--- src/sv/jpeg_exif_rating_extractor_top_macros.svh ---
// Assertion helpers for the rating extractor.
`ifndef JPEG_EXIF_RATING_EXTRACTOR_TOP_MACROS_SVH
`define JPEG_EXIF_RATING_EXTRACTOR_TOP_MACROS_SVH

// Same-cycle implication, checked out of reset.
`define JER_ASSERT_NOW(lbl, ante, cons, msg) \
  lbl: assert property (@(posedge clk_i) disable iff (!rst_ni) (ante) |-> (cons)) \
    else $error(msg);

// Next-cycle implication, checked out of reset.
`define JER_ASSERT_NEXT(lbl, ante, cons, msg) \
  lbl: assert property (@(posedge clk_i) disable iff (!rst_ni) (ante) |=> (cons)) \
    else $error(msg);

`endif

--- src/sv/jer_pkg.sv ---
`default_nettype none

package jer_pkg;

  // Marker and signature constants, and the reset value of the tag
  localparam logic [7:0]  MarkFf    = 8'hFF;
  localparam logic [7:0]  MarkSoi   = 8'hD8;
  localparam logic [7:0]  MarkApp1  = 8'hE1;
  localparam logic [7:0]  MarkSos   = 8'hDA;
  localparam logic [7:0]  MarkEoi   = 8'hD9;
  localparam logic [7:0]  MarkApp0  = 8'hE0;
  localparam logic [7:0]  MarkApp15 = 8'hEF;
  localparam logic [7:0]  TiffLeId  = 8'h49;
  localparam logic [31:0] ExifWord  = 32'h45786966;
  localparam logic [15:0] TagReset  = 16'h4746;

  typedef struct packed {
    logic [7:0] data_byte;
    logic       last_byte;
  } in_item_t;

  typedef struct packed {
    logic [15:0] rating;
    logic        found;
  } out_item_t;

  // Result handed from the parser to the output buffer
  typedef struct packed {
    logic      valid;
    out_item_t item;
  } res_t;

endpackage

`default_nettype wire

--- src/sv/jer_parser.sv ---
`default_nettype none

module jer_parser (
  input  wire logic             clk_i,
  input  wire logic             rst_ni,
  input  wire logic             accept_i,
  input  wire jer_pkg::in_item_t item_i,
  input  wire logic             cfg_we_i,
  input  wire logic [15:0]      cfg_data_i,
  output jer_pkg::res_t         res_o
);

  typedef enum logic [3:0] {
    PH_START0, PH_START1, PH_SCAN, PH_MARKER, PH_APPLEN, PH_APP1LEN, PH_APP1HDR,
    PH_SKIPSEG, PH_TIFFHDR, PH_SKIPIFD, PH_COUNT, PH_ENTRY, PH_DONE
  } phase_e;

  phase_e      phase_q, phase_d;
  logic [31:0] skip_q, skip_d;
  logic [3:0]  idx_q, idx_d;
  logic [31:0] asm_q, asm_d;
  logic        le_q, le_d;
  logic [15:0] left_q, left_d;
  logic        match_q, match_d;
  logic [15:0] tag_q;

  logic [7:0]  b;
  logic [15:0] len_w, len_m2;
  logic [31:0] skip_dec, asm_tiff, ifd_off;
  logic [15:0] pair_w, left_dec;

  function automatic logic [15:0] pair16(input logic le, input logic [7:0] a,
                                         input logic [7:0] c);
    return le ? {c, a} : {a, c};
  endfunction

  // Shared datapath terms
  assign b        = item_i.data_byte;
  assign len_w    = {asm_q[7:0], b};
  assign len_m2   = (len_w >= 16'd2) ? (len_w - 16'd2) : 16'd0;
  assign skip_dec = skip_q - 32'd1;
  assign asm_tiff = (idx_q >= 4'd4) ? (le_q ? {b, asm_q[31:8]} : {asm_q[23:0], b}) : asm_q;
  assign ifd_off  = (asm_tiff >= 32'd8) ? (asm_tiff - 32'd8) : 32'd0;
  assign pair_w   = pair16(le_q, asm_q[7:0], b);
  assign left_dec = left_q - 16'd1;

  // Next state for one accepted byte
  always_comb begin
    phase_d = phase_q;
    skip_d  = skip_q;
    idx_d   = idx_q;
    asm_d   = asm_q;
    le_d    = le_q;
    left_d  = left_q;
    match_d = match_q;
    res_o   = '0;
    if (accept_i) begin
      case (phase_q)
        PH_START0: begin
          if (b == jer_pkg::MarkFf) phase_d = PH_START1;
          else res_o.valid = 1'b1;
        end
        PH_START1: begin
          if (b == jer_pkg::MarkSoi) phase_d = PH_SCAN;
          else res_o.valid = 1'b1;
        end
        PH_SCAN: begin
          if (b == jer_pkg::MarkFf) phase_d = PH_MARKER;
        end
        PH_MARKER: begin
          idx_d = '0;
          if (b == jer_pkg::MarkSos || b == jer_pkg::MarkEoi) res_o.valid = 1'b1;
          else if (b == jer_pkg::MarkApp1) phase_d = PH_APP1LEN;
          else if (b >= jer_pkg::MarkApp0 && b <= jer_pkg::MarkApp15) phase_d = PH_APPLEN;
          else phase_d = PH_SCAN;
        end
        PH_APPLEN, PH_APP1LEN: begin
          if (idx_q == 4'd0) begin
            asm_d = {24'd0, b};
            idx_d = 4'd1;
          end else begin
            idx_d  = '0;
            skip_d = {16'd0, len_m2};
            if (phase_q == PH_APPLEN) begin
              phase_d = (len_m2 != 16'd0) ? PH_SKIPSEG : PH_SCAN;
            end else begin
              asm_d   = '0;
              phase_d = PH_APP1HDR;
            end
          end
        end
        PH_APP1HDR: begin
          if (idx_q < 4'd4) asm_d = {asm_q[23:0], b};
          if (skip_q != 32'd0) skip_d = skip_dec;
          if (idx_q < 4'd5) begin
            idx_d = idx_q + 4'd1;
          end else begin
            idx_d = '0;
            if (asm_q == jer_pkg::ExifWord) phase_d = PH_TIFFHDR;
            else phase_d = (skip_d != 32'd0) ? PH_SKIPSEG : PH_SCAN;
          end
        end
        PH_SKIPSEG, PH_SKIPIFD: begin
          skip_d = skip_dec;
          if (skip_dec == 32'd0) phase_d = (phase_q == PH_SKIPSEG) ? PH_SCAN : PH_COUNT;
        end
        PH_TIFFHDR: begin
          if (idx_q == 4'd0) le_d = (b == jer_pkg::TiffLeId);
          asm_d = asm_tiff;
          if (idx_q < 4'd7) begin
            idx_d = idx_q + 4'd1;
          end else begin
            idx_d   = '0;
            skip_d  = ifd_off;
            phase_d = (ifd_off != 32'd0) ? PH_SKIPIFD : PH_COUNT;
          end
        end
        PH_COUNT: begin
          if (idx_q == 4'd0) begin
            asm_d = {24'd0, b};
            idx_d = 4'd1;
          end else begin
            idx_d  = '0;
            left_d = pair_w;
            if (pair_w == 16'd0) res_o.valid = 1'b1;
            else phase_d = PH_ENTRY;
          end
        end
        PH_ENTRY: begin
          if (idx_q == 4'd9 && match_q) begin
            res_o.valid       = 1'b1;
            res_o.item.rating = pair_w;
            res_o.item.found  = 1'b1;
          end else begin
            if (idx_q == 4'd0 || idx_q == 4'd8) asm_d = {24'd0, b};
            else if (idx_q == 4'd1) match_d = (pair_w == tag_q);
            if (idx_q < 4'd11) begin
              idx_d = idx_q + 4'd1;
            end else begin
              idx_d  = '0;
              left_d = left_dec;
              if (left_dec == 16'd0) res_o.valid = 1'b1;
            end
          end
        end
        default: ;
      endcase
      // A result ends the file's parse
      if (res_o.valid) phase_d = PH_DONE;
      // End of file: report a miss if nothing was given, then restart
      if (item_i.last_byte) begin
        if (phase_q != PH_DONE && !res_o.valid) res_o.valid = 1'b1;
        phase_d = PH_START0;
        skip_d  = '0;
        idx_d   = '0;
        asm_d   = '0;
        le_d    = 1'b0;
        left_d  = '0;
        match_d = 1'b0;
      end
    end
  end

  // Parser state and tag register
  always_ff @(posedge clk_i or negedge rst_ni) begin
    if (!rst_ni) begin
      phase_q <= PH_START0;
      skip_q  <= '0;
      idx_q   <= '0;
      asm_q   <= '0;
      le_q    <= 1'b0;
      left_q  <= '0;
      match_q <= 1'b0;
      tag_q   <= jer_pkg::TagReset;
    end else begin
      phase_q <= phase_d;
      skip_q  <= skip_d;
      idx_q   <= idx_d;
      asm_q   <= asm_d;
      le_q    <= le_d;
      left_q  <= left_d;
      match_q <= match_d;
      if (cfg_we_i) tag_q <= cfg_data_i;
    end
  end

endmodule

`default_nettype wire

--- src/sv/jer_out_buf.sv ---
`default_nettype none

module jer_out_buf (
  input  wire logic          clk_i,
  input  wire logic          rst_ni,
  input  wire jer_pkg::res_t res_i,
  input  wire logic          out_stall_i,
  output logic               out_valid_o,
  output jer_pkg::out_item_t out_item_o,
  output logic               full_o
);

  logic               out_valid_q, skid_valid_q;
  jer_pkg::out_item_t out_item_q, skid_item_q;
  logic               move;

  assign move = !out_valid_q || !out_stall_i;

  // Valid flags: skid takes a result while the output is held
  always_ff @(posedge clk_i or negedge rst_ni) begin
    if (!rst_ni) begin
      out_valid_q  <= 1'b0;
      skid_valid_q <= 1'b0;
    end else if (move) begin
      if (skid_valid_q) begin
        out_valid_q  <= 1'b1;
        skid_valid_q <= 1'b0;
      end else begin
        out_valid_q <= res_i.valid;
      end
    end else if (res_i.valid) begin
      skid_valid_q <= 1'b1;
    end
  end

  // Payload, no reset
  always_ff @(posedge clk_i) begin
    if (move) begin
      if (skid_valid_q) out_item_q <= skid_item_q;
      else if (res_i.valid) out_item_q <= res_i.item;
    end else if (res_i.valid) begin
      skid_item_q <= res_i.item;
    end
  end

  assign out_valid_o = out_valid_q;
  assign out_item_o  = out_item_q;
  assign full_o      = skid_valid_q;

endmodule

`default_nettype wire

--- src/sv/jpeg_exif_rating_extractor_top.sv ---
// A result is registered into the output register, or into the skid while the output is held, from its byte.
// Throughput: one byte per cycle while in_stall_o is low; the parser updates its state once per accepted byte.
// A two-entry output register and skid keep input flowing while a result waits.
// Reset (rst_ni low, asynchronous): parser back to start marker, tag set to 0x4746,
// output and skid emptied; no clearing pass is needed.
`default_nettype none

`include "jpeg_exif_rating_extractor_top_macros.svh"

module jpeg_exif_rating_extractor_top (
  input  wire logic               clk_i,
  input  wire logic               rst_ni,
  input  wire logic               in_valid_i,
  output logic                    in_stall_o,
  input  wire jer_pkg::in_item_t  in_item_i,
  output logic                    out_valid_o,
  input  wire logic               out_stall_i,
  output jer_pkg::out_item_t      out_item_o,
  input  wire logic               cfg_valid_i,
  output logic                    cfg_ready_o,
  input  wire logic [15:0]        cfg_data_i
);

  logic          accept;
  jer_pkg::res_t res;

  assign accept      = in_valid_i && !in_stall_o;
  assign cfg_ready_o = 1'b1;

  // Byte parser
  jer_parser u_parser (
    .clk_i      (clk_i),
    .rst_ni     (rst_ni),
    .accept_i   (accept),
    .item_i     (in_item_i),
    .cfg_we_i   (cfg_valid_i && cfg_ready_o),
    .cfg_data_i (cfg_data_i),
    .res_o      (res)
  );

  // Result register and skid
  jer_out_buf u_out_buf (
    .clk_i       (clk_i),
    .rst_ni      (rst_ni),
    .res_i       (res),
    .out_stall_i (out_stall_i),
    .out_valid_o (out_valid_o),
    .out_item_o  (out_item_o),
    .full_o      (in_stall_o)
  );

  // Checks
  `JER_ASSERT_NOW(a_res_needs_accept, res.valid, accept, "result without accepted item")
  `JER_ASSERT_NOW(a_stall_has_output, in_stall_o, out_valid_o, "skid full with empty output")
  `JER_ASSERT_NOW(a_miss_is_zero, out_valid_o && !out_item_o.found,
                  out_item_o.rating == 16'd0, "miss with nonzero rating")
  `JER_ASSERT_NEXT(a_skid_fill, out_valid_o && out_stall_i && res.valid, in_stall_o,
                   "held result lost")

endmodule

`default_nettype wire
--- config.mk ---
export PLATFORM = sky130hd
export DESIGN_NAME = jpeg_exif_rating_extractor_top
export DESIGN_NICKNAME = d
export VERILOG_FILES = /design/src/sv/jer_pkg.sv /design/src/sv/jer_parser.sv /design/src/sv/jer_out_buf.sv /design/src/sv/jpeg_exif_rating_extractor_top.sv
export VERILOG_INCLUDE_DIRS = /design/src /design/src/sv
export SDC_FILE = /design/constraint.sdc
export NUM_CORES = 1
export LEC_CHECK = 0
export BUFFER_PORTS_ARGS = -buffer_cell sky130_fd_sc_hd__buf_2
export CAP_MARGIN = 0
export CORE_ASPECT_RATIO = 0.75
export CORE_MARGIN = 4
export CORE_UTILIZATION = 50
export DETAILED_ROUTE_END_ITERATION = 10
export PLACE_DENSITY = 0.79
export SLEW_MARGIN = 10
export SYNTH_ARGS = -nofsm -noshare
export SYNTH_HDL_FRONTEND = slang
export SYNTH_SLANG_ARGS = --single-unit
--- constraint.sdc ---
create_clock -name clk_i -period 3.5 [get_ports clk_i]
set_input_delay 1.05 -clock clk_i [delete_from_list [all_inputs] [get_ports clk_i]]
set_output_delay 1.05 -clock clk_i [all_outputs]
set_load 0.02 [all_outputs]
==> results of run 1 <==
-- synth_stat cells, types with 21 or more instances --
master    number  area [um^2]
nor2_1       128          480
nand2_1      120          450
o21ai_0      103          515
dfrtp_1      101         2530
clkbuf_1      84          315
a21oi_1       81          405
nor3_1        71          355
mux2i_1       48          480
o31ai_1       42          315
xnor2_1       35          307
edfxtp_1      34         1020
nor4_1        30          188
xor2_1        30          263
a22oi_1       27          203
a21o_1        26          195
mux2_2        23          259
inv_1         22         82.6
nand3_1       21          105
-- per-stage QoR --
step	setup WS, ps	util	power (mW)	setup TNS, ps
2_1_floorplan	-280	-	5.99	-431
6_report	-210	0.658	11.2	-288
5_1_grt	-290	0.658	11.7	-576
3_5_place_dp	-675	0.613	8.70	-17040
4_1_cts	-191	0.643	10.7	-239
3_3_place_gp	-602	0.613	8.62	-11900
-- registers in the layout, summed over array words and instances (netlist names) --
signal,flops
u_parser.skip_q,32
u_out_buf.out_item_o,17
u_out_buf.out_valid_o,1
u_parser.le_q,1
u_parser.phase_q,4
u_parser.idx_q,4
u_out_buf.skid_item_q,17
u_out_buf.full_o,1
u_parser.left_q,16
u_parser.tag_q,16
u_parser.match_q,1
u_parser.asm_q,32
-- tightest hold or removal path, delay by kind of cell, from the launching register on --
kind / cells / cell delay, ps
and+or+nand+nor: 1 / 50
AOI/OAI and AO/OA: 1 / 70
DFF: 1 / 360
-- kinds of logic (layout without fill, tap and decap cells) --
group,Yosys count,in the layout
AO/OA/AOI/OAI,373,373
XOR/XNOR,65,65
adder cells (fa/ha/maj),11,11
buffers and inverters,126,356
flip-flops,142,142
multiplexers,78,78
other,1,1
AND/OR/NAND/NOR,488,488
-- area by class of cell --
type                       instances  area share
clock buffer                      17      0.0306
clock inverter                    15      0.0128
inverter                          22     0.00612
multi-input combinational       1016       0.493
sequential                       142       0.269
tap                              288      0.0259
timing repair buffer             302       0.163
-- power breakdown --
group | total (mW) | switching [mW] | internal [mW] | leakage (nW)
Clock | 1.90 | 0.828 | 1.08 | 0.296
Sequential | 2.43 | 0.390 | 2.04 | 1.75
Combinational | 6.89 | 3.94 | 2.95 | 3.84
Total | 11.2 | 5.15 | 6.07 | 5.89
-- repair_timing --
item	4_1_cts	5_1_grt
gates cloned	0	1
pin swaps	6	16
setup endpoints to repair	4	62
gates resized for setup	5	49
setup buffers	2	11
endpoints found under the hold margin	0	0
-- layer usage --
layer,share of wire,vias to the layer above,routed length (um)
li1,-,5218,-
met2,0.40,886,16700
met1,0.44,5545,18200
met4,0.022,2,908
met5,0.00031,-,13
met3,0.14,108,5630
-- cell usage in the layout, fill, tap and decap left out, drive strengths merged, types with 29 or more instances in the layout --
cell	netlist	routed
inv	22	29
xor2	30	30
dfrtp	101	101
o31ai	42	42
nor4	32	32
nor3	72	72
a21oi	82	82
nor2	128	128
edfxtp	34	34
mux2i	52	52
nand2	120	120
buf	20	302
xnor2	35	35
o21ai	107	107
-- path summary, 6_finish.rpt --
kind | slack (ps) | to
setup / recovery | -210 | u_parser.phase_q[1]
hold / removal | 510 | u_parser.match_q
setup reg to reg | -160 | u_parser.phase_q[1]
hold reg to reg | 510 | u_parser.match_q
max in group asynchronous | 2100 | u_parser.tag_q[14]
min in group asynchronous | 630 | u_parser.skip_q[24]
==> metrics.md, run 1 <==
| Metric | Value |
|---|---|
| Port buffer count | 48 |
| Vias | 11759 |
| Status | complete, but fails checks |
| Layout cells sized above 1 | 0.297 |
| Pwr Density | 807 mW/mm^2 |
| Hold path cells | 2 |
| Worst Setup SP | in_item_i[5] |
| DR WL/cell | 23.0 um |
| Max Clock Freq | 0.270 GHz |
| Clock skew | 16.0 ps |
| Tot GR Track Use | 0.334 |
| Largest net degree at the start of global routing | 49 |
| Clock Path Buffers | 2 |
| Tightest Pin Transition | approximately 1100 ps |
| Dpl cells | 1756 |
| Reg2reg path depth | 11 |
| Clk sinks | 142 |
| Critical Path Sink Type | flip-flop |
| Slowest-stage cell, CP | or4_4 |
| NumNets Final | 1542 |
| Drt pass-1 iters | 6 |
| Clock Latency Late Sink | 440 ps |
| Synthesized flop and latch total | between 100 and 150 |
| DRT iter0 DRCs | 2123 |
| CP Launch Type | input port |
| Slew Limit Fails | 0 |
| Final Worst Setup Slack | -210 ps |
| Fin Hold WS | 512 ps |
| GP Congestion | between 1 and 1.5 |
| Library cells used by synthesis | 87 |
| RSZ-0062 raised after global routing | yes |
| Compound-gate portion of the synthesized area | 0.225 |
| Failing checks | negative setup slack |
| Die area | between 0.02 and 0.025 mm^2 |
| Avg Inst Size Synth | about 8.4 um^2 |
| Synth Cell Area | 0.0107 mm^2 |
| Worst vdd ir | 0.364 mV |
| Antenna viol nets, final | 0 |
| CTS H-tree lvls | 4 |
| Final WL | slightly above 40 mm |
| Crit path max-delay family | compound AO/OA/AOI/OAI gates |
| # diodes | 0 |
| Crit path cell chain | buf_8 -> mux2_4 -> mux2i_4 -> ha_4 -> nor4b_4 -> a31oi_4 -> buf_6 -> nor3_4 -> a21oi_2 -> or4_4 -> a2111oi_4 -> o211ai_1 -> o21a_1 -> o32ai_2 |
| Hpwl dp | 30.2 mm |
| Met3 Use GR | 0.0926 |
| CTS root buf | clkbuf_16 |
| Max_slew headroom | 0.258 |
| Met1 Use GR | 0.527 |
| EDFF count, synth | 34 |
| Post-synthesis xor/xnor area fraction | 0.0530 |
| Initial antenna violation count | 1 |
| Non-filler cells, final | 1802 |
| Die height | 135 um |
| Main combinational cell family by area after synthesis | simple AND/OR/NAND/NOR gates |
| First-pass GRT wire length | 62.1 mm |
| CTS clk-pin slew, worst paths | 70 ps |
| Worst EP arrival | 4050 ps |
| Crit Path Class | in -> reg |
| Seq. cell area | 0.00374 mm^2 |
| Post-synthesis net count | 1325 |
| Final Setup Violations | 2 |
| Num CTS Buffers | 17 |
| Simple-Gate Fraction of Synth Area | 0.233 |
| CP max FO | 4 |
| Global routing's busiest layer | met1 |
| Met2 Track Usage GR | 0.454 |
| Synthesized-area fraction occupied by adder cells | 0.0128 |
| Crit path time final | approximately 3700 ps |
| HP Start | u_parser.match_q |
| Fin crit share | 1.06 |
| Post-CTS Hold Fix Bufs | 0 |
| FFs w/ async S/R, synth | 0.761 |
| Vias per cell | 6.53 |
| Placement Rows | 46 |
| Design area | ~0.014 mm^2 |
| Mux contribution to synthesized area | 0.0799 |
| Die Wd | roughly 180 um |
| Number of remaining DRC errors | 0 |
| Worst Hold Class | reg -> reg |
| GRT overflow | 0 |
| R2R Path Start | u_parser.idx_q[3] |
| Synth Flop Type | dfrtp_1 |
| DP Area | between 0.01 and 0.015 mm^2 |
| Buffers & Inverters on Critical Path | 2 |
| Multi-input gate area | roughly 0.0068 mm^2 |
| CP peak stage delay | 530 ps |
| Warnings, synthesis | 0 |
| Vias in the first global route | 10605 |
| I/O pins | 50 |
| Max Cap Violations | 0 |
| Critical path required time | 3840 ps |
| Starting Density | 0.509 |
| CTS tree | done |
| Fillers | 1725 |
| Area delta synth->final | 29.4% |
| Leakage | between 5 and 6 nW |
| Syn Inst Count | 1284 |
| Levels on crit path | 14 |
| Final Hold Fails | 0 |
| Core area | around 0.021 mm^2 |
| Post-synthesis sequential area ratio | 0.347 |
Note: power is estimated with default switching activity, not from simulation.
==> run 2: changes to the inputs <==
--- a/config.mk
+++ b/config.mk
@@ -13,6 +13,7 @@
 export CORE_UTILIZATION = 50
 export DETAILED_ROUTE_END_ITERATION = 10
 export PLACE_DENSITY = 0.79
+export SETUP_SLACK_MARGIN = 0.15
 export SLEW_MARGIN = 10
 export SYNTH_ARGS = -nofsm -noshare
 export SYNTH_HDL_FRONTEND = slang
==> constraint.sdc (replaced) <==
create_clock -name clk_i -period 3.17 [get_ports clk_i]
set_input_delay 0.951 -clock clk_i [delete_from_list [all_inputs] [get_ports clk_i]]
set_output_delay 0.951 -clock clk_i [all_outputs]
set_load 0.02 [all_outputs]
==> metrics.md, run 2 (synthesis results as in run 1) <==
| Metric | Value |
|---|---|
| Clock Path Buffers | 2 (unchanged) |
| Leakage | 6.36 nW (+8.0%) |
| Max_slew headroom | 0.403 (+0.145) |
| Fillers | 1547 (-10%) |
| Drt pass-1 iters | 8 (+2) |
| First-pass GRT wire length | 65.1 mm (+4.8%) |
| Multi-input gate area | 0.00705 mm^2 (+2.9%) |
| Most common cell after layout, fill and taps aside | buf_4 |
| CP Launch Type | flip-flop |
| Biggest regs | u_parser.asm_q: 32 flops, u_parser.skip_q: 32 flops |
| NumNets Final | 1617 (+4.9%) |
| CTS H-tree lvls | 4 (unchanged) |
| Final Setup Violations | 14 (+12) |
| Starting Density | 0.509 (unchanged) |
| RSZ-0062 raised after global routing | yes |
| Layout cells sized above 1 | 0.347 (+0.0508) |
| Clock Latency Late Sink | 440 ps (about the same) |
| GP Congestion | 0.987 (-5.0%) |
| Initial antenna violation count | 0 (-1) |
| DR WL/cell | 22.7 um (-1.1%) |
| Tightest Pin Transition | 886 ps (-222 ps) |
| Vias | 12251 (+4.2%) |
| Vias per cell | 6.53 (about the same) |
| CTS tree | done |
| CP max FO | 11 (+7) |
| GRT overflow | 0 (unchanged) |
| CTS clk-pin slew, worst paths | 70 ps (about the same) |
| Critical Path Sink Type | flip-flop |
| Final Util | 0.701 (+0.0433) |
| Worst Hold Class | reg -> reg |
| Crit Path Class | reg -> reg |
| Pre-CTS setup slack | -862 ps (-187 ps) |
| Pwr Total | 13.4 mW (+19%) |
| Final Worst Setup Slack | -464 ps (-253 ps) |
| Die area | 0.0239 mm^2 (unchanged) |
| DRT iter0 DRCs | 2173 (+2.4%) |
| Placement Rows | 46 (unchanged) |
| Non-filler cells, final | 1877 (+4.2%) |
| Core area | 0.0211 mm^2 (unchanged) |
| Failing checks | negative setup slack |
| Worst vdd ir | 0.399 mV (+9.6%) |
| Number of remaining DRC errors | 0 (unchanged) |
| Pwr Density | 902 mW/mm^2 (+12%) |
| Status | complete, but fails checks |
| Fin crit share | 1.15 |
| Worst EP arrival | 3980 ps (-70 ps) |
| Seq. cell area | 0.00373 mm^2 (-0.10%) |
| Largest net degree at the start of global routing | 65 (+33%) |
| Most frequent cells in the layout | buf_4 (298), nor2_1 (120), nand2_1 (117) |
| Num CTS Buffers | 17 (unchanged) |
| Hpwl dp | 29.6 mm (-2.1%) |
| Antenna viol nets, final | 0 (unchanged) |
| Max Clock Freq | 0.275 GHz |
| I/O pins | 50 (unchanged) |
| Tot GR Track Use | 0.347 (+0.0130) |
| Crit path time final | ~3600 ps |
| Die Wd | 177 um (unchanged) |
| Slew Limit Fails | 0 (unchanged) |
| Port buffer count | 48 (unchanged) |
| Critical path required time | 3510 ps (-330 ps) |
| Max Cap Violations | 0 (unchanged) |
| Final WL | 42.7 mm (+3.1%) |
| # diodes | 0 (unchanged) |
| Setup TNS | -2350 ps (-2060 ps) |
| Clk sinks | 142 (unchanged) |
| Area delta synth->final | 37.9% |
| Clock skew | 18.5 ps (+2.47 ps) |
| Vias in the first global route | 11624 (+9.6%) |
| Dpl cells | 1804 (+2.7%) |
| CTS root buf | clkbuf_16 |
| Final Hold Fails | 0 (unchanged) |
| Die height | 135 um (unchanged) |
[run 2: cell count changes in the layout (fill, tap and decap cells not counted), sizes merged]
cell	before	now
buf	302	376
clkinv	5	6
inv	29	30
bufbuf	0	1
bufinv	2	0
[run 2: critical path, stage by stage (launching register included)]
cell	delay [ps]
dfrtp_2	420
buf_12	160
mux2_4	310
mux2i_4	180
ha_4	160
nor4b_4	240
a31oi_4	70
or4_4	470
a2111oi_4	420
nand4b_1	230
a2111oi_4	260
o211ai_1	190
o21a_1	220
o32ai_2	180
[run 2: final cells by class]
class,instances,area share
well taps,288,0.0243
multi-input cells,1016,0.476
inverters,22,0.00574
clock buffers,17,0.0287
repair buffers,377,0.201
clock inverters,15,0.0127
flip-flops and latches,142,0.252
[run 2: worst paths after layout]
| kind | start | end | slack, ps | cells after the start |
|---|---|---|---|---|
| max | u_parser.le_q | u_parser.phase_q[1] | -460 | 13 |
| min | u_parser.left_q[1] | u_parser.left_q[1] | 530 | 2 |
| max reg2reg | u_parser.le_q | u_parser.phase_q[1] | -460 | 13 |
| min reg2reg | u_parser.left_q[1] | u_parser.left_q[1] | 530 | 2 |
| max in group asynchronous | rst_ni | u_parser.left_q[2] | 1880 | 2 |
| min in group asynchronous | rst_ni | u_parser.asm_q[25] | 590 | 1 |
[run 2: repair_timing]
| item | 4_1_cts | 5_1_grt |
|---|---|---|
| pin swaps | 23 | 24 |
| gates resized for setup | 78 | 44 |
| hold buffers | 0 | 0 |
| hold endpoints to repair | 0 | 0 |
| cloned | 3 | 1 |
| setup endpoints to repair | 65 | 70 |
| buffers inserted | 28 | 9 |
[run 2: metal layers]
metal	routed length [um]	GRT usage	share of wire
met1	17600	0.502	0.41
met2	18200	0.513	0.43
met3	5450	0.0873	0.13
met4	1440	0.108	0.034
met5	0	0	0
[run 2: where the power goes]
part	switching, mW	internal, mW	total, mW
Combinational	4.83	3.89	8.72
Clock	1.04	1.08	2.12
Sequential	0.288	2.25	2.54
[run 2: per-stage QoR]
stage	hold slack [ps]	cell area [um^2]
floorplan	443	10900
global placement	470	13300
detailed placement	508	13300
CTS	528	14500
global route	557	14800
finish	530	14800
